<file path="src/hw/rtl/elm_pkg.sv">
// shared types, constants and helper functions for the edge latency meter
`default_nettype none

package elm_pkg;

  // field widths
  localparam int LINE_ID_W   = 4;
  localparam int SAMPLE_W    = 32;
  localparam int TIME_W      = 63;
  localparam int LATENCY_W   = 32;
  localparam int ACK_LINE_W  = 16;
  localparam int ACK_MS_W    = 14;
  localparam int ACK_US_W    = 24;
  localparam int CFG_INDEX_W = 4;
  localparam int CFG_DATA_W  = 16;

  // default line count and milliseconds to microseconds scale
  localparam int DEFAULT_LINES = 16;
  localparam int ACK_SCALE     = 1000;

  // configuration reset values
  localparam logic [ACK_LINE_W-1:0] ACK_LINE_RESET = ACK_LINE_W'(8);
  localparam logic [ACK_MS_W-1:0]   ACK_MS_RESET   = ACK_MS_W'(25);

  // configuration register indexes
  typedef enum logic [CFG_INDEX_W-1:0] {
    REG_MODE      = 4'd0,
    REG_TRIGGER   = 4'd1,
    REG_ACK_LINE  = 4'd2,
    REG_ACK_PULSE = 4'd3
  } cfg_reg_t;

  // measurement mode
  typedef enum logic {
    MODE_DUAL   = 1'b0,
    MODE_SINGLE = 1'b1
  } mode_t;

  // edge qualification codes, the unused code never qualifies
  typedef enum logic [1:0] {
    EDGE_RISE = 2'd0,
    EDGE_FALL = 2'd1,
    EDGE_ANY  = 2'd2
  } trig_t;

  // reading source
  typedef enum logic {
    SRC_A = 1'b0,
    SRC_B = 1'b1
  } src_t;

  // request into the last-value store
  typedef struct packed {
    logic                 write;
    src_t                 src;
    logic [LINE_ID_W-1:0] line_id;
    logic [SAMPLE_W-1:0]  value;
  } store_req_t;

  // edge qualification of a new value against the kept one
  function automatic logic qualify(input logic [SAMPLE_W-1:0] prev,
                                   input logic [SAMPLE_W-1:0] now,
                                   input logic [1:0]          trig);
    logic hit;
    hit = 1'b0;
    unique case (trig)
      EDGE_RISE: hit = (prev == '0) && (now != '0);
      EDGE_FALL: hit = (prev != '0) && (now == '0);
      EDGE_ANY:  hit = (prev != now);
      default:   hit = 1'b0;
    endcase
    return hit;
  endfunction

  // later minus earlier, saturated to signed 32 bits
  function automatic logic [LATENCY_W-1:0] sat_diff(input logic [TIME_W-1:0] later,
                                                    input logic [TIME_W-1:0] earlier);
    logic [TIME_W:0] d;
    logic [LATENCY_W-1:0] res;
    d = {1'b0, later} - {1'b0, earlier};
    if ((&d[TIME_W:LATENCY_W-1]) || !(|d[TIME_W:LATENCY_W-1])) begin
      res = d[LATENCY_W-1:0];
    end else if (d[TIME_W]) begin
      res = {1'b1, {(LATENCY_W-1){1'b0}}};
    end else begin
      res = {1'b0, {(LATENCY_W-1){1'b1}}};
    end
    return res;
  endfunction

endpackage

`default_nettype wire

</file>
<file path="src/hw/rtl/elm_if.sv">
// channel interfaces: line readings in, measurements out, configuration writes
`default_nettype none

interface elm_in_if;
  logic                          valid;
  logic                          ready;
  logic                          action;
  logic [elm_pkg::LINE_ID_W-1:0] line_id;
  logic [elm_pkg::SAMPLE_W-1:0]  sample_value;
  logic [elm_pkg::TIME_W-1:0]    sample_time_us;

  modport source (output valid, action, line_id, sample_value, sample_time_us,
                  input ready);
  modport sink (input valid, action, line_id, sample_value, sample_time_us,
                output ready);
endinterface

interface elm_out_if;
  logic                                valid;
  logic                                ready;
  logic                                has_latency;
  logic signed [elm_pkg::LATENCY_W-1:0] latency_us;
  logic [elm_pkg::TIME_W-1:0]          measure_time_us;
  logic                                fire_ack;
  logic [elm_pkg::ACK_LINE_W-1:0]      ack_line_out;
  logic [elm_pkg::ACK_US_W-1:0]        ack_duration_us;

  modport source (output valid, has_latency, latency_us, measure_time_us, fire_ack,
                  ack_line_out, ack_duration_us, input ready);
  modport sink (input valid, has_latency, latency_us, measure_time_us, fire_ack,
                ack_line_out, ack_duration_us, output ready);
endinterface

interface elm_cfg_if;
  logic                            valid;
  logic                            ready;
  logic [elm_pkg::CFG_INDEX_W-1:0] index;
  logic [elm_pkg::CFG_DATA_W-1:0]  data;

  modport source (output valid, index, data, input ready);
  modport sink (input valid, index, data, output ready);
endinterface

`default_nettype wire

</file>
<file path="src/hw/rtl/elm_line_store.sv">
// last-value store per line and source, with edge qualification on the read side
`default_nettype none

module elm_line_store #(
  parameter int DEPTH = elm_pkg::DEFAULT_LINES
) (
  input  wire logic                clk,
  input  wire logic                rst,
  input  wire elm_pkg::store_req_t req,
  input  wire logic [1:0]          trig_sel,
  output logic                     hit
);
  import elm_pkg::*;

  localparam int IDX_W = (DEPTH > 1) ? $clog2(DEPTH) : 1;

  logic [SAMPLE_W-1:0] last_a [DEPTH];
  logic [SAMPLE_W-1:0] last_b [DEPTH];
  logic [IDX_W-1:0]    idx;
  logic [SAMPLE_W-1:0] prev;

  assign idx = req.line_id[IDX_W-1:0];

  // kept value of the addressed line, then qualify the new one
  always_comb begin
    prev = (req.src == SRC_A) ? last_a[idx] : last_b[idx];
    hit  = qualify(prev, req.value, trig_sel);
  end

  // update the kept value on every in-range reading
  always_ff @(posedge clk) begin
    if (rst) begin
      for (int i = 0; i < DEPTH; i++) begin
        last_a[i] <= '0;
        last_b[i] <= '0;
      end
    end else if (req.write) begin
      if (req.src == SRC_A) begin
        last_a[idx] <= req.value;
      end else begin
        last_b[idx] <= req.value;
      end
    end
  end

endmodule

`default_nettype wire

</file>
<file path="src/hw/rtl/edge_latency_meter.sv">
// edge latency meter top level: edge qualification, interval timing, result register
// a result is valid in the cycle after the reading's transaction
// throughput: one reading per cycle unless stalled; single result register, bypassed ready
// per line last values are read and rewritten in the cycle of the transaction
// reset clears all kept values, pending and previous marks and restores configuration defaults
// no clearing pass after reset: readings are taken in the first cycle after reset drops
`default_nettype none

module edge_latency_meter #(
  parameter int LINES = elm_pkg::DEFAULT_LINES
) (
  input wire logic clk,
  input wire logic rst,
  elm_in_if.sink   in_ch,
  elm_out_if.source out_ch,
  elm_cfg_if.sink  cfg
);
  import elm_pkg::*;

  localparam int   DEPTH   = (LINES < (1 << LINE_ID_W)) ? LINES : (1 << LINE_ID_W);
  localparam logic ALL_IN  = (LINES >= (1 << LINE_ID_W));

  // configuration registers
  logic                  mode;
  logic [1:0]            trig_sel;
  logic [ACK_LINE_W-1:0] pulse_line;
  logic [ACK_MS_W-1:0]   pulse_ms;

  // measurement state
  logic [TIME_W-1:0] pending_time;
  logic              pending_valid;
  logic [TIME_W-1:0] previous_time;
  logic              previous_valid;

  // result register
  logic                  out_valid;
  logic                  has_latency;
  logic [LATENCY_W-1:0]  latency_us;
  logic [TIME_W-1:0]     measure_time_us;
  logic [ACK_LINE_W-1:0] ack_line_out;
  logic [ACK_US_W-1:0]   ack_duration_us;

  logic          accept;
  logic          in_range;
  logic          hit;
  logic          a_edge;
  logic          b_edge;
  logic          emit_single;
  logic          emit_dual;
  logic          emit;
  logic [TIME_W-1:0]    ref_time;
  logic [LATENCY_W-1:0] lat;
  store_req_t    store_req;

  // configuration writes are taken whenever out of reset
  assign cfg.ready = !rst;

  always_ff @(posedge clk) begin
    if (rst) begin
      mode       <= MODE_DUAL;
      trig_sel   <= EDGE_RISE;
      pulse_line <= ACK_LINE_RESET;
      pulse_ms   <= ACK_MS_RESET;
    end else if (cfg.valid) begin
      unique case (cfg.index)
        REG_MODE:      mode       <= cfg.data[0];
        REG_TRIGGER:   trig_sel   <= cfg.data[1:0];
        REG_ACK_LINE:  pulse_line <= cfg.data[ACK_LINE_W-1:0];
        REG_ACK_PULSE: pulse_ms   <= cfg.data[ACK_MS_W-1:0];
        default: ;
      endcase
    end
  end

  // input side: take a reading whenever the result register can move
  assign in_ch.ready = !rst && (!out_valid || out_ch.ready);
  assign accept      = in_ch.valid && in_ch.ready;
  assign in_range    = ALL_IN ||
                       ({1'b0, in_ch.line_id} < (LINE_ID_W + 1)'(LINES));

  always_comb begin
    store_req.write   = accept && in_range;
    store_req.src     = src_t'(in_ch.action);
    store_req.line_id = in_ch.line_id;
    store_req.value   = in_ch.sample_value;
  end

  elm_line_store #(
    .DEPTH(DEPTH)
  ) u_store (
    .clk      (clk),
    .rst      (rst),
    .req      (store_req),
    .trig_sel (trig_sel),
    .hit      (hit)
  );

  // edge decisions and the measured interval
  always_comb begin
    a_edge      = store_req.write && (in_ch.action == SRC_A) && hit;
    b_edge      = store_req.write && (in_ch.action == SRC_B) && hit;
    emit_single = a_edge && (mode == MODE_SINGLE);
    emit_dual   = b_edge && pending_valid;
    emit        = emit_single || emit_dual;
    ref_time    = emit_single ? previous_time : pending_time;
    lat         = sat_diff(in_ch.sample_time_us, ref_time);
  end

  // pending and previous edge marks
  always_ff @(posedge clk) begin
    if (rst) begin
      pending_time   <= '0;
      pending_valid  <= 1'b0;
      previous_time  <= '0;
      previous_valid <= 1'b0;
    end else begin
      if (emit_single) begin
        previous_time  <= in_ch.sample_time_us;
        previous_valid <= 1'b1;
      end
      if (a_edge && (mode == MODE_DUAL)) begin
        pending_time  <= in_ch.sample_time_us;
        pending_valid <= 1'b1;
      end else if (emit_dual) begin
        pending_valid <= 1'b0;
      end
    end
  end

  // result register valid
  always_ff @(posedge clk) begin
    if (rst) begin
      out_valid <= 1'b0;
    end else if (in_ch.ready) begin
      out_valid <= accept && emit;
    end
  end

  // result register payload
  always_ff @(posedge clk) begin
    if (accept && emit) begin
      has_latency     <= emit_single ? previous_valid : 1'b1;
      latency_us      <= (emit_single && !previous_valid) ? '0 : lat;
      measure_time_us <= (emit_single && !previous_valid) ? '0 : in_ch.sample_time_us;
      ack_line_out    <= pulse_line;
      ack_duration_us <= ACK_US_W'(ACK_US_W'(pulse_ms) * ACK_US_W'(ACK_SCALE));
    end
  end

  assign out_ch.valid           = out_valid;
  assign out_ch.has_latency     = has_latency;
  assign out_ch.latency_us      = latency_us;
  assign out_ch.measure_time_us = measure_time_us;
  assign out_ch.fire_ack        = 1'b1;
  assign out_ch.ack_line_out    = ack_line_out;
  assign out_ch.ack_duration_us = ack_duration_us;

endmodule

`default_nettype wire

</file>
<file path="src/flat_wrapper.sv">
// flat-port wrapper written by rule: the top's interface ports become plain ports
module edge_latency_meter_flat import elm_pkg::*;
#(
  parameter int LINES = elm_pkg::DEFAULT_LINES
)
  (clk, rst, in_ch_valid, in_ch_action, in_ch_line_id, in_ch_sample_value, in_ch_sample_time_us, in_ch_ready, out_ch_valid, out_ch_has_latency, out_ch_latency_us, out_ch_measure_time_us, out_ch_fire_ack, out_ch_ack_line_out, out_ch_ack_duration_us, out_ch_ready, cfg_valid, cfg_index, cfg_data, cfg_ready);
  elm_in_if in_ch_i ();
  elm_out_if out_ch_i ();
  elm_cfg_if cfg_i ();
  input wire logic clk;
  input wire logic rst;
  input wire logic [$bits(in_ch_i.valid)-1:0] in_ch_valid;
  input wire logic [$bits(in_ch_i.action)-1:0] in_ch_action;
  input wire logic [$bits(in_ch_i.line_id)-1:0] in_ch_line_id;
  input wire logic [$bits(in_ch_i.sample_value)-1:0] in_ch_sample_value;
  input wire logic [$bits(in_ch_i.sample_time_us)-1:0] in_ch_sample_time_us;
  output wire logic [$bits(in_ch_i.ready)-1:0] in_ch_ready;
  output wire logic [$bits(out_ch_i.valid)-1:0] out_ch_valid;
  output wire logic [$bits(out_ch_i.has_latency)-1:0] out_ch_has_latency;
  output wire logic [$bits(out_ch_i.latency_us)-1:0] out_ch_latency_us;
  output wire logic [$bits(out_ch_i.measure_time_us)-1:0] out_ch_measure_time_us;
  output wire logic [$bits(out_ch_i.fire_ack)-1:0] out_ch_fire_ack;
  output wire logic [$bits(out_ch_i.ack_line_out)-1:0] out_ch_ack_line_out;
  output wire logic [$bits(out_ch_i.ack_duration_us)-1:0] out_ch_ack_duration_us;
  input wire logic [$bits(out_ch_i.ready)-1:0] out_ch_ready;
  input wire logic [$bits(cfg_i.valid)-1:0] cfg_valid;
  input wire logic [$bits(cfg_i.index)-1:0] cfg_index;
  input wire logic [$bits(cfg_i.data)-1:0] cfg_data;
  output wire logic [$bits(cfg_i.ready)-1:0] cfg_ready;
  assign in_ch_i.valid = in_ch_valid;
  assign in_ch_i.action = in_ch_action;
  assign in_ch_i.line_id = in_ch_line_id;
  assign in_ch_i.sample_value = in_ch_sample_value;
  assign in_ch_i.sample_time_us = in_ch_sample_time_us;
  assign in_ch_ready = in_ch_i.ready;
  assign out_ch_valid = out_ch_i.valid;
  assign out_ch_has_latency = out_ch_i.has_latency;
  assign out_ch_latency_us = out_ch_i.latency_us;
  assign out_ch_measure_time_us = out_ch_i.measure_time_us;
  assign out_ch_fire_ack = out_ch_i.fire_ack;
  assign out_ch_ack_line_out = out_ch_i.ack_line_out;
  assign out_ch_ack_duration_us = out_ch_i.ack_duration_us;
  assign out_ch_i.ready = out_ch_ready;
  assign cfg_i.valid = cfg_valid;
  assign cfg_i.index = cfg_index;
  assign cfg_i.data = cfg_data;
  assign cfg_ready = cfg_i.ready;
  edge_latency_meter #(.LINES(LINES)) u_core (.clk(clk), .rst(rst), .in_ch(in_ch_i), .out_ch(out_ch_i), .cfg(cfg_i));
endmodule
</file>
<file path="config.mk">
export PLATFORM = sky130hd
export DESIGN_NAME = edge_latency_meter_flat
export DESIGN_NICKNAME = d
export VERILOG_FILES = /design/src/hw/rtl/elm_pkg.sv /design/src/hw/rtl/elm_if.sv /design/src/hw/rtl/elm_line_store.sv /design/src/hw/rtl/edge_latency_meter.sv /design/src/flat_wrapper.sv
export SDC_FILE = /design/constraint.sdc
export NUM_CORES = 2
export LEC_CHECK = 0
export ABC_CLOCK_PERIOD_IN_PS = 21700
export BUFFER_PORTS_ARGS = -buffer_cell sky130_fd_sc_hd__buf_2
export CORE_ASPECT_RATIO = 0.5
export CORE_UTILIZATION = 40
export CTS_CLUSTER_DIAMETER = 40
export DETAILED_ROUTE_END_ITERATION = 7
export HOLD_SLACK_MARGIN = 0.1
export PLACE_DENSITY = 0.65
export SLEW_MARGIN = 5
export SYNTH_ARGS = -nofsm -noshare
export SYNTH_HDL_FRONTEND = slang
export SYNTH_SLANG_ARGS = --single-unit
</file>
<file path="constraint.sdc">
create_clock -name clk -period 21.7 [get_ports clk]
set_input_delay 5.425 -clock clk [delete_from_list [all_inputs] [get_ports clk]]
set_output_delay 5.425 -clock clk [all_outputs]
set_load 0.005 [all_outputs]
</file>
Word level (Yosys, flattened, before mapping)
Memory sizes are Yosys's and may differ from the RTL's.
Cells that the tools add are included.

word-level totals
  register bits after elaboration = 295
  memory bits (writable) = 1024
  input bits = 125
  output and inout port bits = 140
  memories kept = 2

cells by class
  add/subtract/negate cells = 1
  multipliers = 1
  equal/unequal tests = 6
  mux-type cells = 23
  bitwise logic cells = 2
  reductions and logical operators = 35

memories
  name                   words  bits a word  rd ports  clocked after memory_dff  wr ports  line                  text
  u_core.u_store.last_a  16     32           1         0                         16        elm_line_store.sv:17  logic [SAMPLE_W-1:0] last_a [DEPTH];
  u_core.u_store.last_b  16     32           1         0                         16        elm_line_store.sv:18  logic [SAMPLE_W-1:0] last_b [DEPTH];

operators with widths
  kind                     count
  $mux W32                 5
  $logic_not A32 Y1        2
  $reduce_bool A32 Y1      2
  $reduce_or A32 Y1        2
  $sub A63 B63 Y64         1
  $mux W63                 1
  $reduce_and A33 Y1       1
  $reduce_or A33 Y1        1
  $ne A32 B32 Y1           1
  $mul A14 B7 Y21 const B  1
  $mux W1                  14
  $logic_and A1 B1 Y1      13
  $eq A4 B2 Y1 const B     2
  $mux W4                  2
  $reduce_and A2 Y1        4
  $eq A4 B1 Y1 const B     1
  $logic_not A1 Y1         4
  $logic_not A4 Y1         1
  $logic_or A1 B1 Y1       3
  $pmux W1 S3              1
  $eq A2 B1 Y1 const B     1
  $eq A2 B2 Y1 const B     1
  $logic_not A2 Y1         1
  $not A1 Y1               2
  $reduce_bool A2 Y1       1

Longest topological paths before layout
  word-level depth = 13
  mapped depth = 34
  depth with buffers taken out = 27

By module
A second synthesis with hierarchy kept.

unflattened totals
  cell total of the unflattened synthesis = 5174
  area, all modules = 65646.7 um2

by module, submodules not included
  module              times used  cells an instance  area an instance (um2)
  elm_line_store      1           3177               47638.2
  edge_latency_meter  1           1997               18008.5

Least setup slack after synthesis
Ideal clock, no wire load.

  path kind = input to register
  start point = input port in_ch_line_id[1]
  end point = register u_core.ack_duration_us[10], in the netlist u_core.out_ch.ack_duration_us[10] (enable)
  setup time = 0.671 ns
  data arrival time = 14.386 ns
  slack = 6.642 ns
  stages on the path = 14
  cell sequence = buf_2 -> buf_6 -> clkbuf_1 -> mux4_2 -> mux2_2 -> nand2_1 -> a21oi_1 -> or4_1 -> nor3_1 -> nand3_1 -> mux2i_1 -> nand2_1 -> nand2_2 -> a21oi_1

on the way
  word-level cells in the longest chain between the ends = 9
  elaborated cells on any way between the ends = 15
  classes of those cells = 1 x eq/ne; 2 x mux; 10 x reduce/logical; 2 x memory

RTL lines
  item                                                             line                                                  text
  start, declared                                                  flat_wrapper.sv:14                                    input wire logic [$bits(in_ch_i.line_id)-1:0] in_ch_line_id;
  $mem_v2 Z16 W32 (on tied branches)                               --
  $mux W32 (*)                                                     elm_line_store.sv:26                                  prev = (req.src == SRC_A) ? last_a[idx] : last_b[idx];
  $reduce_bool A32 Y1 / $logic_not A32 Y1 (equally long branches)  elm_pkg.sv:68, elm_pkg.sv:67
  $logic_and A1 B1 Y1 (on tied branches)                           elm_pkg.sv:68, elm_pkg.sv:67
  $pmux W1 S3 (*)                                                  elm_pkg.sv:66                                         unique case (trig)
  $logic_and A1 B1 Y1 (on tied branches)                           edge_latency_meter.sv:100, edge_latency_meter.sv:101
  $logic_and A1 B1 Y1 (on tied branches)                           edge_latency_meter.sv:102, edge_latency_meter.sv:103
  $logic_or A1 B1 Y1 (*)                                           edge_latency_meter.sv:104                             emit = emit_single || emit_dual;
  $logic_and A1 B1 Y1 (*)                                          edge_latency_meter.sv:141                             if (accept && emit) begin
  end signal, assigned                                             edge_latency_meter.sv:146                             ack_duration_us <= ACK_US_W'(ACK_US_W'(pulse_ms) * ACK_US_W'(ACK_SCALE));
  end, declared                                                    edge_latency_meter.sv:41                              logic [ACK_US_W-1:0] ack_duration_us;

Mark *: on every way between the ends. The rest lies on a longest branch, timed or not.
A chain may end at the register's enable or synchronous reset.

Final worst setup path
  start point = input port in_ch_line_id[0]
  end point = register u_core.latency_us[18], in the netlist u_core.out_ch.latency_us[18] (data pin)

on the way
  word-level cells in the longest chain between the ends = 13
  elaborated cells on any way between the ends = 20
  classes of those cells = 1 x add/sub; 1 x eq/ne; 5 x mux; 11 x reduce/logical; 2 x memory

RTL lines
  item                                                             line                          text
  $mem_v2 Z16 W32 (on tied branches)                               --
  $mux W32 (*)                                                     elm_line_store.sv:26
  $reduce_bool A32 Y1 / $logic_not A32 Y1 (equally long branches)  elm_pkg.sv:68, elm_pkg.sv:67
  $logic_and A1 B1 Y1 (on tied branches)                           elm_pkg.sv:68, elm_pkg.sv:67
  $pmux W1 S3 (*)                                                  elm_pkg.sv:66
  $logic_and A1 B1 Y1 (*)                                          edge_latency_meter.sv:100     a_edge = store_req.write && (in_ch.action == SRC_A) && hit;
  $logic_and A1 B1 Y1 (*)                                          edge_latency_meter.sv:102     emit_single = a_edge && (mode == MODE_SINGLE);
  $mux W63                                                         edge_latency_meter.sv:105     ref_time = emit_single ? previous_time : pending_time;
  $sub A63 B63 Y64                                                 elm_pkg.sv:80                 d = {1'b0, later} - {1'b0, earlier};
  $reduce_or A33 Y1                                                elm_pkg.sv:81                 if ((&d[TIME_W:LATENCY_W-1]) || !(|d[TIME_W:LATENCY_W-1])) begin
  $logic_not A1 Y1                                                 elm_pkg.sv:81
  $logic_or A1 B1 Y1                                               elm_pkg.sv:81
  $mux W32                                                         elm_pkg.sv:81
  end signal, assigned                                             edge_latency_meter.sv:143     latency_us <= (emit_single && !previous_valid) ? '0 : lat;
  end, declared                                                    edge_latency_meter.sv:38      logic [LATENCY_W-1:0] latency_us;

Marked as above.

==> impl_results.md <==
* Setup Skew at 47.8 ps
* TritonCTS Buffers at 147
* Core box area at 161000 µm²
* Total number of vias at 41611
* CP Launch Type: input pin
* TritonRoute pass-1 iters at 8
* Drt wl/cell at 25.9 µm
* Clock Sink Count at 1319
* Worst IR Drop VDD at 0.0587 mV
* Final setup fails at 0
* Top_reg_cell synth: edfxtp_1
* Mapped cell area at 65100 µm²
* Initial Util at 40.4%
* Unrepaired setup endpoints after global routing: false
* Post-CTS sizing at 0
* Antenna violations before repair at 12
* Nets@finish at 5327
* Vias/cell at 5.67
* Worst-margin pin slew at 1230 ps
* Max cap viols at 0
* DR DRC count at 80
* Yosys Warn Count at 0
* Peak Freq at 63.7 MHz
* Starting DRT DRC Count at 4700
* Syn Area/Cell at 13.1 µm²
* Clock-pin slew on the worst setup and hold paths at 60 ps
* Global placer's final weighted congestion at 0.920
* Worst rel slew slack at 18.0%
* Share of cells above drive strength 1 at 16.6%
* Area contributors post-synth: edfxtp_1, and2_1, mux4_2
* Post-route ant nets at 0
* Status: finished with violations
* Routed Wire Length at 190000 µm
* Layout area overhead at 12.8%
* Synth top cells by count: edfxtp_1, and2_1, mux2i_1, clkbuf_1, nor2_1
* Io pins at 265
* Crit-path max cell delay at 810 ps
* Row count at 104
* Reg2Reg Launch Point: u_core.u_store.last_a[7][15]$_SDFFCE_PN0P_
* # hold bufs at CTS at 0
* Setup crit end kind: flop
* First-pass GRT wire length at 277000 µm
* GRT Resource Usage Total at 22.7%
* Worst-Skew Late Latency at 800 ps
* PD cells at 81.6 nW/µm²
* CP startpoint: in_ch_line_id[0]
* Post-synth EDFFs at 1157
* Vias in the first global route at 41349
* Sequential share of the synthesized area at 58.3%
* CP dominant cell by count: buf_4
* Number of cells in the finished layout apart from fillers at 7343
* Hpwl dp at 114000 µm
* Clk root buf: clkbuf_16
* Library cells used by synthesis at 92
* Final Max Slew Viols at 0
* Most instantiated library cell after synthesis: edfxtp_1
* Data required time at the worst endpoint at 22340 ps
* Placed insts at 7067
* Crit-path slowest cell: buf_4
* Mapped Cells at 4961
* Hold path start: u_core.pulse_line[5]$_SDFFE_PP0P_
* Synth area leader: edfxtp_1
* Buffers added on ports at 260
* Crit path kind: in -> reg
* H-tree levels at 4
* Fin crit period at 15700 ps
* Failing checks: DRC
* Arrival time worst endpoint at 16330 ps
* Setup bufs post-CTS at 0
* TNS Setup at 0 ps
* Die area at 165000 µm²
* Die width at 573 µm
* Hold crit path type: reg -> reg
* Tcrit/Tclk final at 72.3%
* Clock tree buffer depth at 3
* Synthesis-stage register bit count at 1319
* Post-synth ARST share at 0%
* Grt total ovfl at 0
* Area fraction of the dominant cell type after synthesis at 53.3%
* CP Max Fanout at 45
* Leakage at 27.7 nW
* Largest net degree at the start of global routing at 120
* Final Hold Viols at 0
* Die Y at 287 µm
* CTS tree: done
* Hold_ws at 431 ps
## kinds of logic after synthesis
family	Yosys count	synth area share, %
AO/OA/AOI/OAI	543	5.48
adder cells (fa/ha/maj)	159	3.60
XOR/XNOR	91	1.22
AND/OR/NAND/NOR	1805	15.6
buffers and inverters	490	3.45
multiplexers	552	12.3
flip-flops	1319	58.3
other	2	0.0115
## layer usage
| layer | part of all wire [%] | GRT usage (%) |
|---|---|---|
| met1 | 41 | 30.2 |
| met2 | 47 | 37.2 |
| met3 | 8.9 | 4.16 |
| met4 | 3.6 | 8.93 |
| met5 | 0.0037 | 0 |
## cell type report
type                    instances  area [µm²]
flip-flops and latches       1319       38000
repair buffers                329        1870
fillers                     14179       87800
clock inverters                87         988
clock buffers                 182        3970
inverters                      92         347
well taps                    2173        2720
multi-input cells            3154       25600
diodes                          7        17.5
## worst max-delay path: cells and delay by family
family | cells | cell delay (ps)
adder cells (fa/ha/maj) | 1 | 550
multiplexers | 1 | 180
buffers and inverters | 5 | 3200
AO/OA/AOI/OAI | 5 | 1150
XOR/XNOR | 2 | 300
AND/OR/NAND/NOR | 15 | 5240
## through the flow
step	setup slack [ps]	area (µm²)	utilization, %	power (W)
floorplan	6640	65100	-	0.00327
global placement	5420	68500	42.5	0.00346
detailed placement	5160	68500	42.5	0.00347
CTS	6040	73400	45.6	0.00601
global route	5360	73500	45.6	0.00615
finish	6000	73500	45.6	0.00599
## path summary, 6_finish.rpt
path | endpoint | slack (ps) | cells after the start
setup reg to reg | u_core.out_ch.latency_us[18]$_SDFFCE_PP0P_ | 11980 | 26
hold reg to reg | u_core.out_ch.ack_line_out[5]$_DFFE_PP_ | 430 | 0
hold / removal | u_core.out_ch.ack_line_out[5]$_DFFE_PP_ | 430 | 0
setup / recovery | u_core.out_ch.latency_us[18]$_SDFFCE_PP0P_ | 6000 | 29
## report_power, final
part / internal, W / leakage (nW) / switching [W]
clock: 0.00146 / 2.39 / 0.00110
combinational: 0.000185 / 13.1 / 0.000353
sequential: 0.00286 / 12.3 / 0.0000302
total: 0.00451 / 27.7 / 0.00148
## layout by cell type (no fill, tap or decap), types with 47 or more instances in the layout
cell type / instances
mux2i_1: 349
edfxtp_1: 1157
buf_2: 257
buf_4: 68
xnor2_1: 59
and2_1: 1032
o21ai_0: 62
nor2b_1: 76
nor2_1: 220
inv_1: 89
fa_1: 47
mux4_2: 198
ha_1: 112
nand3_1: 63
a22oi_1: 48
a21o_1: 48
nand2_1: 192
dfxtp_1: 162
a21oi_1: 128
clkbuf_16: 152
## flip-flops by register name, summed over array words and instances (netlist names), 2 cells and up
register                       count
u_core.out_ch.ack_duration_us     21
u_core.out_ch.ack_line_out        16
u_core.out_ch.latency_us          32
u_core.out_ch.measure_time_us     63
u_core.pending_time               63
u_core.previous_time              63
u_core.pulse_line                 16
u_core.pulse_ms                   14
u_core.trig_sel                    2
u_core.u_store.last_a            512
u_core.u_store.last_b            512
(Power assumes the default switching activity.)
